===== src/design/sbsu_pkg.sv =====
// ----------------------------------------------------------------------------
// sbsu_pkg
// Shared types and constants for the byte-stuffed bit stream unpacker.
// ----------------------------------------------------------------------------
package sbsu_pkg;

  localparam logic [7:0] DELIM_BYTE = 8'h40;
  localparam logic [7:0] DIGIT_ZERO = 8'h30;
  localparam logic [3:0] BYTE_BITS  = 4'd8;
  localparam logic [7:0] DIGIT_MAX  = DIGIT_ZERO + {4'd0, BYTE_BITS};

  typedef enum logic [1:0] {
    ST_BIT   = 2'd0,
    ST_END   = 2'd1,
    ST_ERROR = 2'd2
  } status_t;

  typedef enum logic [3:0] {
    PH_NORMAL = 4'b0001,
    PH_ESCAPE = 4'b0010,
    PH_COUNT  = 4'b0100,
    PH_HALT   = 4'b1000
  } phase_t;

  typedef logic [3:0] count_t;
  typedef logic [2:0] bit_idx_t;

endpackage


===== src/design/stuffed_bit_stream_unpacker.sv =====
// ----------------------------------------------------------------------------
// stuffed_bit_stream_unpacker
// Decodes a byte-stuffed framed stream into single data bits, MSB first.
// ----------------------------------------------------------------------------
// Input channel (in_valid/in_ready) carries one framed byte per word, or
// stream_end to signal the source is dry. Output channel (out_valid/
// out_ready) carries one decoded bit per word with run_last on the final
// word caused by an input word and status (bit, end, framing error).
// An accepted byte is decoded in the cycle it is taken and its run of up
// to eight output words sits in a holding register; from there it moves
// into the output shifter, and words then leave one per cycle while the
// receiver is ready. A full data byte therefore yields eight output words,
// a partial byte n words and an end or error status a single word; escape
// and count bytes produce no word. Input is taken again while the shifter
// still drains, limited by the single holding register.
// After end or error the block halts and answers each further word with
// the same status until reset. Reset is synchronous and empties both
// stages and returns the parser to normal phase. When the receiver
// stalls, the output word holds and input is taken until the holding
// register is full.
// ----------------------------------------------------------------------------
module stuffed_bit_stream_unpacker (
  input  logic       clk,
  input  logic       rst,
  input  logic       in_valid,
  output logic       in_ready,
  input  logic [7:0] in_byte,
  input  logic       stream_end,
  output logic       out_valid,
  input  logic       out_ready,
  output logic       out_bit,
  output logic       run_last,
  output logic [1:0] status
);

  sbsu_pkg::phase_t   phase, phase_next;
  sbsu_pkg::count_t   count, count_next;

  logic               dec_emit;
  logic [7:0]         dec_data;
  sbsu_pkg::bit_idx_t dec_idx;
  sbsu_pkg::status_t  dec_status;

  logic               pend_valid;
  logic [7:0]         pend_data;
  sbsu_pkg::bit_idx_t pend_idx;
  sbsu_pkg::status_t  pend_status;

  logic               sh_valid;
  logic [7:0]         sh_data;
  sbsu_pkg::bit_idx_t sh_idx;
  sbsu_pkg::status_t  sh_status;

  logic               in_fire, out_fire, sh_last, pend_load;
  sbsu_pkg::count_t   n_clamp, n_minus1;
  logic [7:0]         digit_diff;

  assign out_fire  = out_valid && out_ready;
  assign sh_last   = (sh_idx == '0);
  assign pend_load = pend_valid && (!sh_valid || (out_fire && sh_last));
  assign in_ready  = !pend_valid || pend_load;
  assign in_fire   = in_valid && in_ready;

  assign n_clamp    = (count > sbsu_pkg::BYTE_BITS) ? sbsu_pkg::BYTE_BITS : count;
  assign n_minus1   = n_clamp - 4'd1;
  assign digit_diff = in_byte - sbsu_pkg::DIGIT_ZERO;

  // parser: next phase and the run an input word produces
  always_comb begin
    phase_next = phase;
    count_next = count;
    dec_emit   = 1'b0;
    dec_data   = in_byte;
    dec_idx    = 3'd7;
    dec_status = sbsu_pkg::ST_BIT;
    case (phase)
      sbsu_pkg::PH_NORMAL: begin
        if (stream_end) begin
          phase_next = sbsu_pkg::PH_HALT;
          count_next = {2'b00, sbsu_pkg::ST_END};
          dec_emit   = 1'b1;
          dec_data   = '0;
          dec_idx    = '0;
          dec_status = sbsu_pkg::ST_END;
        end else if (in_byte == sbsu_pkg::DELIM_BYTE) begin
          phase_next = sbsu_pkg::PH_ESCAPE;
        end else begin
          dec_emit = 1'b1;
        end
      end
      sbsu_pkg::PH_ESCAPE: begin
        if (stream_end || !((in_byte == sbsu_pkg::DELIM_BYTE) ||
            (in_byte >= sbsu_pkg::DIGIT_ZERO && in_byte <= sbsu_pkg::DIGIT_MAX))) begin
          phase_next = sbsu_pkg::PH_HALT;
          count_next = {2'b00, sbsu_pkg::ST_ERROR};
          dec_emit   = 1'b1;
          dec_data   = '0;
          dec_idx    = '0;
          dec_status = sbsu_pkg::ST_ERROR;
        end else if (in_byte == sbsu_pkg::DELIM_BYTE) begin
          phase_next = sbsu_pkg::PH_NORMAL;
          dec_emit   = 1'b1;
        end else if (in_byte == sbsu_pkg::DIGIT_ZERO) begin
          phase_next = sbsu_pkg::PH_HALT;
          count_next = {2'b00, sbsu_pkg::ST_END};
          dec_emit   = 1'b1;
          dec_data   = '0;
          dec_idx    = '0;
          dec_status = sbsu_pkg::ST_END;
        end else begin
          phase_next = sbsu_pkg::PH_COUNT;
          count_next = digit_diff[3:0];
        end
      end
      sbsu_pkg::PH_COUNT: begin
        if (stream_end) begin
          phase_next = sbsu_pkg::PH_HALT;
          count_next = {2'b00, sbsu_pkg::ST_ERROR};
          dec_emit   = 1'b1;
          dec_data   = '0;
          dec_idx    = '0;
          dec_status = sbsu_pkg::ST_ERROR;
        end else begin
          phase_next = sbsu_pkg::PH_NORMAL;
          count_next = '0;
          dec_emit   = (n_clamp != '0);
          dec_idx    = n_minus1[2:0];
        end
      end
      sbsu_pkg::PH_HALT: begin
        dec_emit   = 1'b1;
        dec_data   = '0;
        dec_idx    = '0;
        dec_status = (count == {2'b00, sbsu_pkg::ST_END}) ? sbsu_pkg::ST_END
                                                          : sbsu_pkg::ST_ERROR;
      end
      default: begin
        phase_next = sbsu_pkg::PH_NORMAL;
        count_next = '0;
      end
    endcase
  end

  always_ff @(posedge clk) begin
    if (rst) begin
      phase <= sbsu_pkg::PH_NORMAL;
      count <= '0;
    end else if (in_fire) begin
      phase <= phase_next;
      count <= count_next;
    end
  end

  // holding register for one decoded run
  always_ff @(posedge clk) begin
    if (rst) begin
      pend_valid <= 1'b0;
    end else if (in_fire && dec_emit) begin
      pend_valid <= 1'b1;
    end else if (pend_load) begin
      pend_valid <= 1'b0;
    end
  end

  always_ff @(posedge clk) begin
    if (in_fire && dec_emit) begin
      pend_data   <= dec_data;
      pend_idx    <= dec_idx;
      pend_status <= dec_status;
    end
  end

  // output shifter, one word per cycle while the receiver is ready
  always_ff @(posedge clk) begin
    if (rst) begin
      sh_valid <= 1'b0;
    end else if (pend_load) begin
      sh_valid <= 1'b1;
    end else if (out_fire && sh_last) begin
      sh_valid <= 1'b0;
    end
  end

  always_ff @(posedge clk) begin
    if (pend_load) begin
      sh_data   <= pend_data;
      sh_idx    <= pend_idx;
      sh_status <= pend_status;
    end else if (out_fire && !sh_last) begin
      sh_idx <= sh_idx - 3'd1;
    end
  end

  assign out_valid = sh_valid;
  assign out_bit   = sh_data[sh_idx];
  assign run_last  = sh_last;
  assign status    = sh_status;

`ifndef SYNTH
  a_status_single: assert property (@(posedge clk) disable iff (rst)
    (out_valid && status != sbsu_pkg::ST_BIT) |-> (run_last && !out_bit))
    else $error("status word not a single run_last word");

  a_halt_sticky: assert property (@(posedge clk) disable iff (rst)
    (phase == sbsu_pkg::PH_HALT) |=> (phase == sbsu_pkg::PH_HALT))
    else $error("parser left halt without reset");

  a_ready_only_full: assert property (@(posedge clk) disable iff (rst)
    !in_ready |-> (pend_valid && sh_valid))
    else $error("input stalled with room available");

  a_reset_empty: assert property (@(posedge clk)
    rst |=> (!out_valid && in_ready))
    else $error("pipeline not empty after reset");
`endif

endmodule

===== config.mk =====
export PLATFORM = sky130hd
export DESIGN_NAME = stuffed_bit_stream_unpacker
export DESIGN_NICKNAME = d
export VERILOG_FILES = /design/src/design/sbsu_pkg.sv /design/src/design/stuffed_bit_stream_unpacker.sv
export SDC_FILE = /design/constraint.sdc
export NUM_CORES = 1
export LEC_CHECK = 0
export BUFFER_PORTS_ARGS = -buffer_cell sky130_fd_sc_hd__buf_2
export CAP_MARGIN = 20
export CELL_PAD_IN_SITES_DETAIL_PLACEMENT = 1
export CELL_PAD_IN_SITES_GLOBAL_PLACEMENT = 2
export CORE_ASPECT_RATIO = 0.5
export CORE_MARGIN = 10
export CORE_UTILIZATION = 35
export DETAILED_ROUTE_END_ITERATION = 7
export PLACE_DENSITY = 0.85
export SLEW_MARGIN = 20
export SYNTH_ARGS = -nofsm -noshare
export SYNTH_HDL_FRONTEND = slang
export SYNTH_SLANG_ARGS = --single-unit

===== constraint.sdc =====
create_clock -name clk -period 3 [get_ports clk]
set_input_delay 0.9 -clock clk [delete_from_list [all_inputs] [get_ports clk]]
set_output_delay 0.9 -clock clk [all_outputs]
set_load 0.01 [all_outputs]

Word-level counts from Yosys, hierarchy flattened
Cells that the tools add are included.
{ "op_classes": {"order_cmp": 4, "n_mux": 47, "n_reduce_logical": 23, "bitwise": 1, "eq_ne": 10, "add_sub_neg": 3} }
{ "ops": {"columns": ["cell", "n"], "rows": [
  ["$mux W4", 11],
  ["$mux W8", 4],
  ["$pmux W4 S4", 2],
  ["$pmux W8 S3", 1],
  ["$mux W3", 7],
  ["$mux W1", 14],
  ["$pmux W3 S4", 1],
  ["$eq A4 B1 Y1 const B", 2],
  ["$eq A8 B6 Y1 const B", 1],
  ["$eq A8 B7 Y1 const B", 1],
  ["$ge A8 B6 Y1 const B", 1],
  ["$le A8 B6 Y1 const B", 1],
  ["$mux W2", 4],
  ["$pmux W2 S4", 1],
  ["$logic_and A1 B1 Y1", 7],
  ["$ne A3 B3 Y1 const B", 2],
  ["$reduce_bool A2 Y1", 3],
  ["$sub A3 B1 Y3 const B", 2],
  ["$eq A4 B2 Y1 const B", 1],
  ["$eq A4 B3 Y1 const B", 1],
  ["$eq A4 B4 Y1 const B", 1],
  ["$gt A4 B4 Y1 const B", 1],
  ["$logic_not A1 Y1", 4],
  ["$logic_or A1 B1 Y1", 4],
  ["other kinds (11)", 11]
]} }
{ "totals": {"regBits": 36, "inputBits": 13, "out_inout_bits": 6} }

Depth between registers and ports, before layout
Gate-level depths: netlist (run 1).
{ "depth": {"word_depth": 9, "depth_mapped": 6} }

Worst setup path after synthesis (run 1)
Ideal clock, no wire load.
{ "synth_path": {"kind": "in2reg", "startpoint": "input port in_byte[1]", "endpoint": "register pend_data[0], enable pin", "arrival_time_ns": 2.474, "path_stages": 5, "path_slack_ns": 0.139, "required_time_ns": 2.613, "path_cell_list": "or3_1 -> clkbuf_1 -> xor2_1 -> a22o_1 -> a21oi_1"} }
{ "synth_via": {"elab_chain_len": 8, "word_cells_on_any_way": 15} }
{ "synth_rtl": {"columns": ["item", "line_no", "rtl"], "rows": [
  ["start: declaration", "stuffed_bit_stream_unpacker.sv:27", "input logic [7:0] in_byte,"],
  ["$ge A8 B6 Y1 or $le A8 B6 Y1 (tied branches)", "stuffed_bit_stream_unpacker.sv:93", "(in_byte >= sbsu_pkg::DIGIT_ZERO && in_byte <= sbsu_pkg::DIGIT_MAX))) begin"],
  ["$logic_and A1 B1 Y1", "stuffed_bit_stream_unpacker.sv:93", null],
  ["$logic_or A1 B1 Y1", "stuffed_bit_stream_unpacker.sv:92", "if (stream_end || !((in_byte == sbsu_pkg::DELIM_BYTE) ||"],
  ["$logic_not A1 Y1", "stuffed_bit_stream_unpacker.sv:92", null],
  ["$logic_or A1 B1 Y1", "stuffed_bit_stream_unpacker.sv:92", null],
  ["$mux W1", "stuffed_bit_stream_unpacker.sv:92", null],
  ["$pmux W1 S4 (*)", "stuffed_bit_stream_unpacker.sv:76", "case (phase)"],
  ["$logic_and A1 B1 Y1 (*)", "stuffed_bit_stream_unpacker.sv:166", "if (in_fire && dec_emit) begin"],
  ["end signal: assignment", "stuffed_bit_stream_unpacker.sv:167", "pend_data <= dec_data;"],
  ["end: declaration", "stuffed_bit_stream_unpacker.sv:45", "logic [7:0] pend_data;"]
]} }
Every way passes the cells marked *; elsewhere a longest branch is shown, timed or not.
A chain may end at the register's enable or synchronous reset.

Final worst setup path (run 1)
{ "layout_path": {"startpoint": "register sh_idx[0]", "endpoint": "output port in_ready"} }
{ "layout_via": {"elab_chain_len": 5} }
{ "layout_rtl": {"columns": ["item", "line_no", "rtl"], "rows": [
  ["start: declaration", "stuffed_bit_stream_unpacker.sv:51", "sbsu_pkg::bit_idx_t sh_idx;"],
  ["start signal: assignment", "stuffed_bit_stream_unpacker.sv:187", "sh_idx <= pend_idx;"],
  ["start signal: assignment", "stuffed_bit_stream_unpacker.sv:190", "sh_idx <= sh_idx - 3'd1;"],
  ["$logic_not A3 Y1", "stuffed_bit_stream_unpacker.sv:59", "assign sh_last = (sh_idx == '0);"],
  ["$logic_and A1 B1 Y1", "stuffed_bit_stream_unpacker.sv:60", "assign pend_load = pend_valid && (!sh_valid || (out_fire && sh_last));"],
  ["$logic_or A1 B1 Y1", "stuffed_bit_stream_unpacker.sv:60", null],
  ["$logic_and A1 B1 Y1", "stuffed_bit_stream_unpacker.sv:60", null],
  ["$logic_or A1 B1 Y1", "stuffed_bit_stream_unpacker.sv:61", "assign in_ready = !pend_valid || pend_load;"],
  ["end: declaration", "stuffed_bit_stream_unpacker.sv:26", "output logic in_ready,"]
]} }
No other way between the ends.

==> results of run 1 <==
area by class of cell:
| type | instances | area [µm²] | share of cell area (%) |
|---|---|---|---|
| clock inverters | 1 | 7.507 | 0.3136 |
| repair buffers | 22 | 120.1 | 5.018 |
| multi-input cells | 140 | 1028 | 42.97 |
| well taps | 73 | 91.34 | 3.816 |
| inverters | 6 | 22.52 | 0.9409 |
| clock buffers | 7 | 142.6 | 5.959 |
| flip-flops and latches | 36 | 980.9 | 40.98 |
sequential cells by signal, indices dropped and copies added (netlist names):
register,flops
pend_data,8
sh_data,8
count,4
phase,4
pend_idx,3
sh_idx,3
pend_status,2
status,2
out_valid,1
pend_valid,1
worst max-delay path by stage:
stage | from | end | slack [ns] | cells past startpoint
2_1_floorplan | in_byte[1] | pend_data[0]$_DFFE_PP_ | 0.14 | 5
5_1_grt | sh_idx[0]$_DFFE_PP_ | in_ready | 0.16 | 6
4_1_cts | sh_idx[0]$_DFFE_PP_ | in_ready | 0.35 | 6
6_report | sh_idx[0]$_DFFE_PP_ | in_ready | 0.37 | 6
3_5_place_dp | in_byte[1] | pend_data[7]$_DFFE_PP_ | 0.36 | 6
3_3_place_gp | in_byte[1] | pend_data[2]$_DFFE_PP_ | 0.38 | 6
worst max-delay path, delay by kind of cell (launching register included):
family | cells | cell delay [ns]
DFF | 1 | 0.45
and+or+nand+nor | 3 | 0.53
buffers and inverters | 2 | 0.28
adders and majority gates | 1 | 0.18
placed cells by master (no fill, tap or decap), types with 3 or more instances in the layout:
cell,synthesis,final
nor2b_1,5,5
nor3_1,5,5
mux2i_1,5,5
a21oi_1,9,9
o21ai_0,6,6
clkbuf_16,0,5
xnor2_1,3,3
a21boi_0,9,9
mux2_2,3,3
nand2b_1,7,7
ha_1,4,4
nand2_1,10,10
dfxtp_1,10,10
nand4_1,3,3
nor2_1,12,12
buf_4,0,4
or4b_1,3,3
buf_2,5,18
nand3_1,6,6
inv_1,6,6
edfxtp_1,26,26
Yosys cell counts (2+ instances only):
master	count
nand4_1	3
mux4_2	2
nor2_2	2
dfxtp_1	10
a21oi_1	9
nor2_1	12
ha_1	4
nand2_1	10
clkbuf_1	3
a2bb2oi_1	2
o21ai_0	6
nand2b_1	7
a31oi_1	2
o211ai_1	2
or3_1	2
xor2_1	2
a211o_1	2
buf_2	5
or4b_1	3
o32ai_1	2
inv_1	6
o41a_1	2
xnor2_1	3
a211oi_2	2
a21boi_0	9
nor2b_1	5
mux2_2	3
edfxtp_1	26
a311oi_1	2
o31ai_1	2
mux2i_1	5
nor3_1	5
nand3_1	6
kinds of logic after synthesis:
family          count (synthesis)  synth area share [%]
compound gates                 54                 19.44
xor+xnor                        5                 2.114
fa+ha+maj                       4                 2.416
buf+inv                        15                 3.019
flops                          36                 47.34
mux                            10                 6.220
simple gates                   67                 19.44
power groups by stage:
stage                     sequential, mW  combinational (mW)  clock (mW)
after floorplan                    0.643               0.182           0
after global placement             0.656               0.248           0
after detailed placement           0.661               0.256           0
after CTS                          0.651               0.257       0.527
after global routing               0.659               0.285       0.549
final                              0.650               0.256       0.516
routing by layer:
layer | wire [µm] | track usage, % | vias up
li1 | - | - | 786
met1 | 2403 | 14.23 | 793
met2 | 2313 | 17.61 | 29
met3 | 228 | 2.624 | 4
met4 | 55 | 4.255 | 0
met5 | 0 | 0 | -
==> flow_summary.ini, run 1 <==
[finish]
fin_nets = 228
drive_gt1_share_pct = 20.28
synthToLayoutAreaGrowth_pct = 15.52
n_antenna_cell = 0
finalInstanceArea_mm2 = 0.002394
stdcell_count = 285
num-fill-cells = 622
utilization_pct = 42.66

[routing]
dr.first_iter.drc_count = 167
dr.pass1.iters = 4
drcViolationCount = 0
wl_um = 5001
ant_nets = 0
wire_per_inst_um = 17.55
num_vias = 1612
vias_per_cell = 5.656

[logic_synthesis]
syn_inst = 191
netlist_area_mm2 = 0.002072
ys_types = 58
ys_ff_latch = 36
avgSynthCellArea_um2 = 10.85
ys_top_cells_by_area = edfxtp_1 38%, dfxtp_1 9.7%, a21boi_0 3.3%, ha_1 2.4%, mux2i_1 2.4%
synth_top_area_share_pct = 37.68
synth_top_cell_by_area = edfxtp_1
synthesis.nets = 208
ys.flop_type = edfxtp_1
ys_async_sr_fraction_pct = 0
synth_edf_count = 26
ys_warn_count = 0
seq_area_frac_synth_pct = 47.34

[timing]
final-hold-violation-count = 0
finalCriticalPeriod_ns = 2.630
timing.final.crit_share_pct = 87.67
max_freq_mhz = 380.2
rsz0062_at_grt = false
setup_ws_ns = 0.3700
tightest_slew_ns = 0.8148
setup_violations = 0
holdWs_ns = 0.4213
fin_setup_tns_ns = 0
slew_violations = 0
slew_headroom_pct = 45.10
fin_worst_skew_ns = 0.005442

[place]
pre_cts_slack_ns = 0.3623
dpl_cell_area_mm2 = 0.002243
port_buffers = 18
dp.cells = 277
place_congestion = 0.8539
dpl.hpwl_um = 3890

[power_and_ir_drop]
power_density_mw_per_mm2 = 593.9
power_frac_comb_pct = 18.0
p_switching_mw = 0.3677
intPower_mw = 1.054
clkPwrFrac_pct = 36.3
p_seq_share_pct = 45.7
total_power_mw = 1.422
leakage_nw = 0.8150
swShare_pct = 25.87
peakVddDrop_uv = 238.7

[critical_path]
rr_worst_depth = 6
critPathCaptureType = output port
cpPeakStageDelay_ns = 0.45
start_kind = register
crit_type = register to output port
reg2reg_slack_ns = 0.77
worstPathArrival_ns = 1.73
slowest_stage = edfxtp_1
worstPathMaxFanout = 4
reg2reg_to = sh_idx[0]$_DFFE_PP_
path_cells = inv_1 > ha_1 > nor2b_1 > nand2_1 > nand3_1 > buf_2
critPathRequiredTime_ns = 2.10
reg2reg_from = sh_idx[0]$_DFFE_PP_

[die]
dieArea_mm2 = 0.009584
ios = 19
die_x_um = 128.8
start_util_pct = 36.93
coreArea_mm2 = 0.005610
die_y_um = 74.41
num_rows = 19

[cts]
htree_levels = 2
holdBufCountCts = 0
cts_buffer_depth = 2
clk_pin_slew_ns = 0.05
cts_resized = 0
cts_buffers = 5
clk_latency_ns = 0.28
post-cts-setup-buffer-count = 0
cts_tree = done
ctsRootBufferMaster = clkbuf_16
cts_sinks = 36

[global_routing]
gr-total-overflow = 0
grt_pass1_wl_um = 8321
grt_pass1_vias = 1585
grt_util_all_layers_pct = 11.00
antenna_found_initial = 0
grt_max_degree = 15

[run]
maxCapViolCount = 0

[hold_path]
min_from = pend_data[7]$_DFFE_PP_
hold_end = sh_data[7]$_DFFE_PP_
hp-class = register to register
whs_path_depth = 0

[outcome]
status = complete, no violations
No activity file was read; power rests on OpenSTA's default activity.
==> run 2: changes to the inputs <==
--- a/config.mk
+++ b/config.mk
@@ -10,8 +10,9 @@
 export CELL_PAD_IN_SITES_DETAIL_PLACEMENT = 1
 export CELL_PAD_IN_SITES_GLOBAL_PLACEMENT = 2
 export CORE_ASPECT_RATIO = 0.5
-export CORE_MARGIN = 10
+export CORE_MARGIN = 4
 export CORE_UTILIZATION = 35
+export CTS_CLUSTER_DIAMETER = 30
 export DETAILED_ROUTE_END_ITERATION = 7
 export PLACE_DENSITY = 0.85
 export SLEW_MARGIN = 20
==> run 2 against run 1 <==
Net effect:
- final area is 3.9% higher
- wire length is 2.2% higher
- sequential power is 0.6% lower
- final cell count is 3.5% higher
- register-to-register slack worse by 0.22 ns
- via count is 2.0% higher
- flip-flop and latch count stayed put
- power is 5.0% higher
- worst setup slack better by 0.0021 ns
- clock-buffer cell count is 1 lower
==> flow_summary.ini, run 2 (synthesized netlist as in run 1, its figures left out) <==
[place]
port_buffers = 18
dpl_cell_area_mm2 = 0.002318
dpl.hpwl_um = 4020
place_congestion = 0.7873

[critical_path]
reg2reg_slack_ns = 0.55
path_cells = inv_1 > ha_1 > nor2b_1 > nand2_1 > nand3_1 > buf_2
start_kind = register
worstPathArrival_ns = 1.73
critPathCaptureType = output port
crit_type = register to output port
rr_worst_depth = 4
critPathBufInv = 2
reg2reg_to = pend_data[6]$_DFFE_PP_
worstPathMaxFanout = 4
cpPeakStageDelay_ns = 0.45
slowest_stage = edfxtp_1
critPathTopFamily = simple AND/OR/NAND/NOR gates
reg2reg_from = phase[0]$_SDFFE_PP1P_
critPathRequiredTime_ns = 2.10

[routing]
vias_per_cell = 5.576
ant_nets = 0
wire_per_inst_um = 17.33
dr.pass1.iters = 4
drcViolationCount = 0
wl_um = 5113
dr.first_iter.drc_count = 167
num_vias = 1645

[timing]
setup_violations = 0
slew_violations = 0
slew_headroom_pct = 46.34
max_freq_mhz = 380.5
finalCriticalPeriod_ns = 2.628
rsz0062_at_grt = false
fin_worst_skew_ns = 0.009263
tightest_slew_ns = 0.7975
final-hold-violation-count = 0
timing.final.crit_share_pct = 87.60

[hold_path]
hold_end = sh_data[1]$_DFFE_PP_
hp-class = register to register
whs_path_depth = 0
min_from = pend_data[1]$_DFFE_PP_

[global_routing]
gr-total-overflow = 0
grt_util_all_layers_pct = 14.56
antenna_found_initial = 0
grt_pass1_vias = 1612
grt_max_degree = 15
grt_pass1_wl_um = 8369

[cts]
holdBufCountCts = 0
cts_sinks = 36
cts_buffers = 5
htree_levels = 2
clk_pin_slew_ns = 0.06
ctsRootBufferMaster = clkbuf_16
cts_tree = done
post-cts-setup-buffer-count = 0
cts_buffer_depth = 2
clk_latency_ns = 0.28
cts_resized = 0

[finish]
num-fill-cells = 638
n_antenna_cell = 0
final_cell_mix = 26 x edfxtp_1, 18 x buf_2, 14 x buf_4
synthToLayoutAreaGrowth_pct = 19.99
reg.largest.list = pend_data x8, sh_data x8
mostFrequentLayoutCell = edfxtp_1
fin_nets = 238
finalInstanceArea_mm2 = 0.002486
drive_gt1_share_pct = 24.32

[die]
start_util_pct = 36.93
ios = 19
dieArea_mm2 = 0.007290
num_rows = 19
coreArea_mm2 = 0.005610
die_y_um = 62.41
die_x_um = 116.8

[power_and_ir_drop]
leakage_nw = 0.8743
power_density_mw_per_mm2 = 600.6
total_power_mw = 1.493
peakVddDrop_uv = 300.1

[outcome]
status = complete, no violations

[run]
maxCapViolCount = 0
[run 2: worst max path at each step]
stage                                   start                endpoint  depth (start not counted)
after floorplan                    in_byte[1]  pend_data[0]$_DFFE_PP_                          5
after global placement             in_byte[1]  pend_data[2]$_DFFE_PP_                          5
after detailed placement           in_byte[1]  pend_data[2]$_DFFE_PP_                          5
after CTS                          in_byte[1]  pend_data[1]$_DFFE_PP_                          5
after global routing      sh_idx[0]$_DFFE_PP_                in_ready                          6
final                     sh_idx[0]$_DFFE_PP_                in_ready                          6
[run 2: layout make-up]
| type | instances | area [µm²] | share of cell area (%) |
|---|---|---|---|
| Clock buffer | 6 | 128.9 | 5.184 |
| Clock inverter | 2 | 35.03 | 1.409 |
| Inverter | 6 | 22.52 | 0.9059 |
| Multi-Input combinational cell | 140 | 1032 | 41.52 |
| Sequential cell | 36 | 980.9 | 39.46 |
| Tap cell | 73 | 91.34 | 3.674 |
| Timing Repair Buffer | 32 | 195.2 | 7.851 |
[run 2: worst reg2reg max path: stages, from the launching register on]
cell and delay [ns]:
dfxtp_1 0.45, or4b_1 0.64, and3_1 0.20, a22o_1 0.23
a21oi_2 0.55
[run 2: power breakdown]
part | internal (mW) | switching (mW) | leakage (nW)
logic | 0.117 | 0.152 | 0.465
clock network | 0.390 | 0.188 | 0.0808
registers | 0.612 | 0.0334 | 0.328
total | 1.12 | 0.373 | 0.874
[run 2: per-stage QoR]
| stage | setup TNS, ns | setup WS, ns | cells | utilization [%] | hold WS, ns |
|---|---|---|---|---|---|
| 6_report | 0 | 0.3721 | 295 | 44.31 | 0.4195 |
| 5_1_grt | 0 | 0.2293 | 295 | 44.31 | 0.4366 |
| 4_1_cts | 0 | 0.1951 | 295 | 44.25 | 0.4204 |
| 3_5_place_dp | -1.208 | -0.09313 | 287 | 41.32 | 0.4081 |
| 3_3_place_gp | 0 | 0.01216 | 287 | 41.32 | 0.4056 |
| 2_1_floorplan | 0 | 0.1387 | 191 | - | 0.4003 |
[run 2: routing by layer]
layer	global-route usage [%]	wire length [µm]	up-vias
met2	21.60	2365	27
met1	21.88	2478	804
met3	2.321	212	4
li1	-	-	810
met5	0	0	-
met4	3.863	56	0
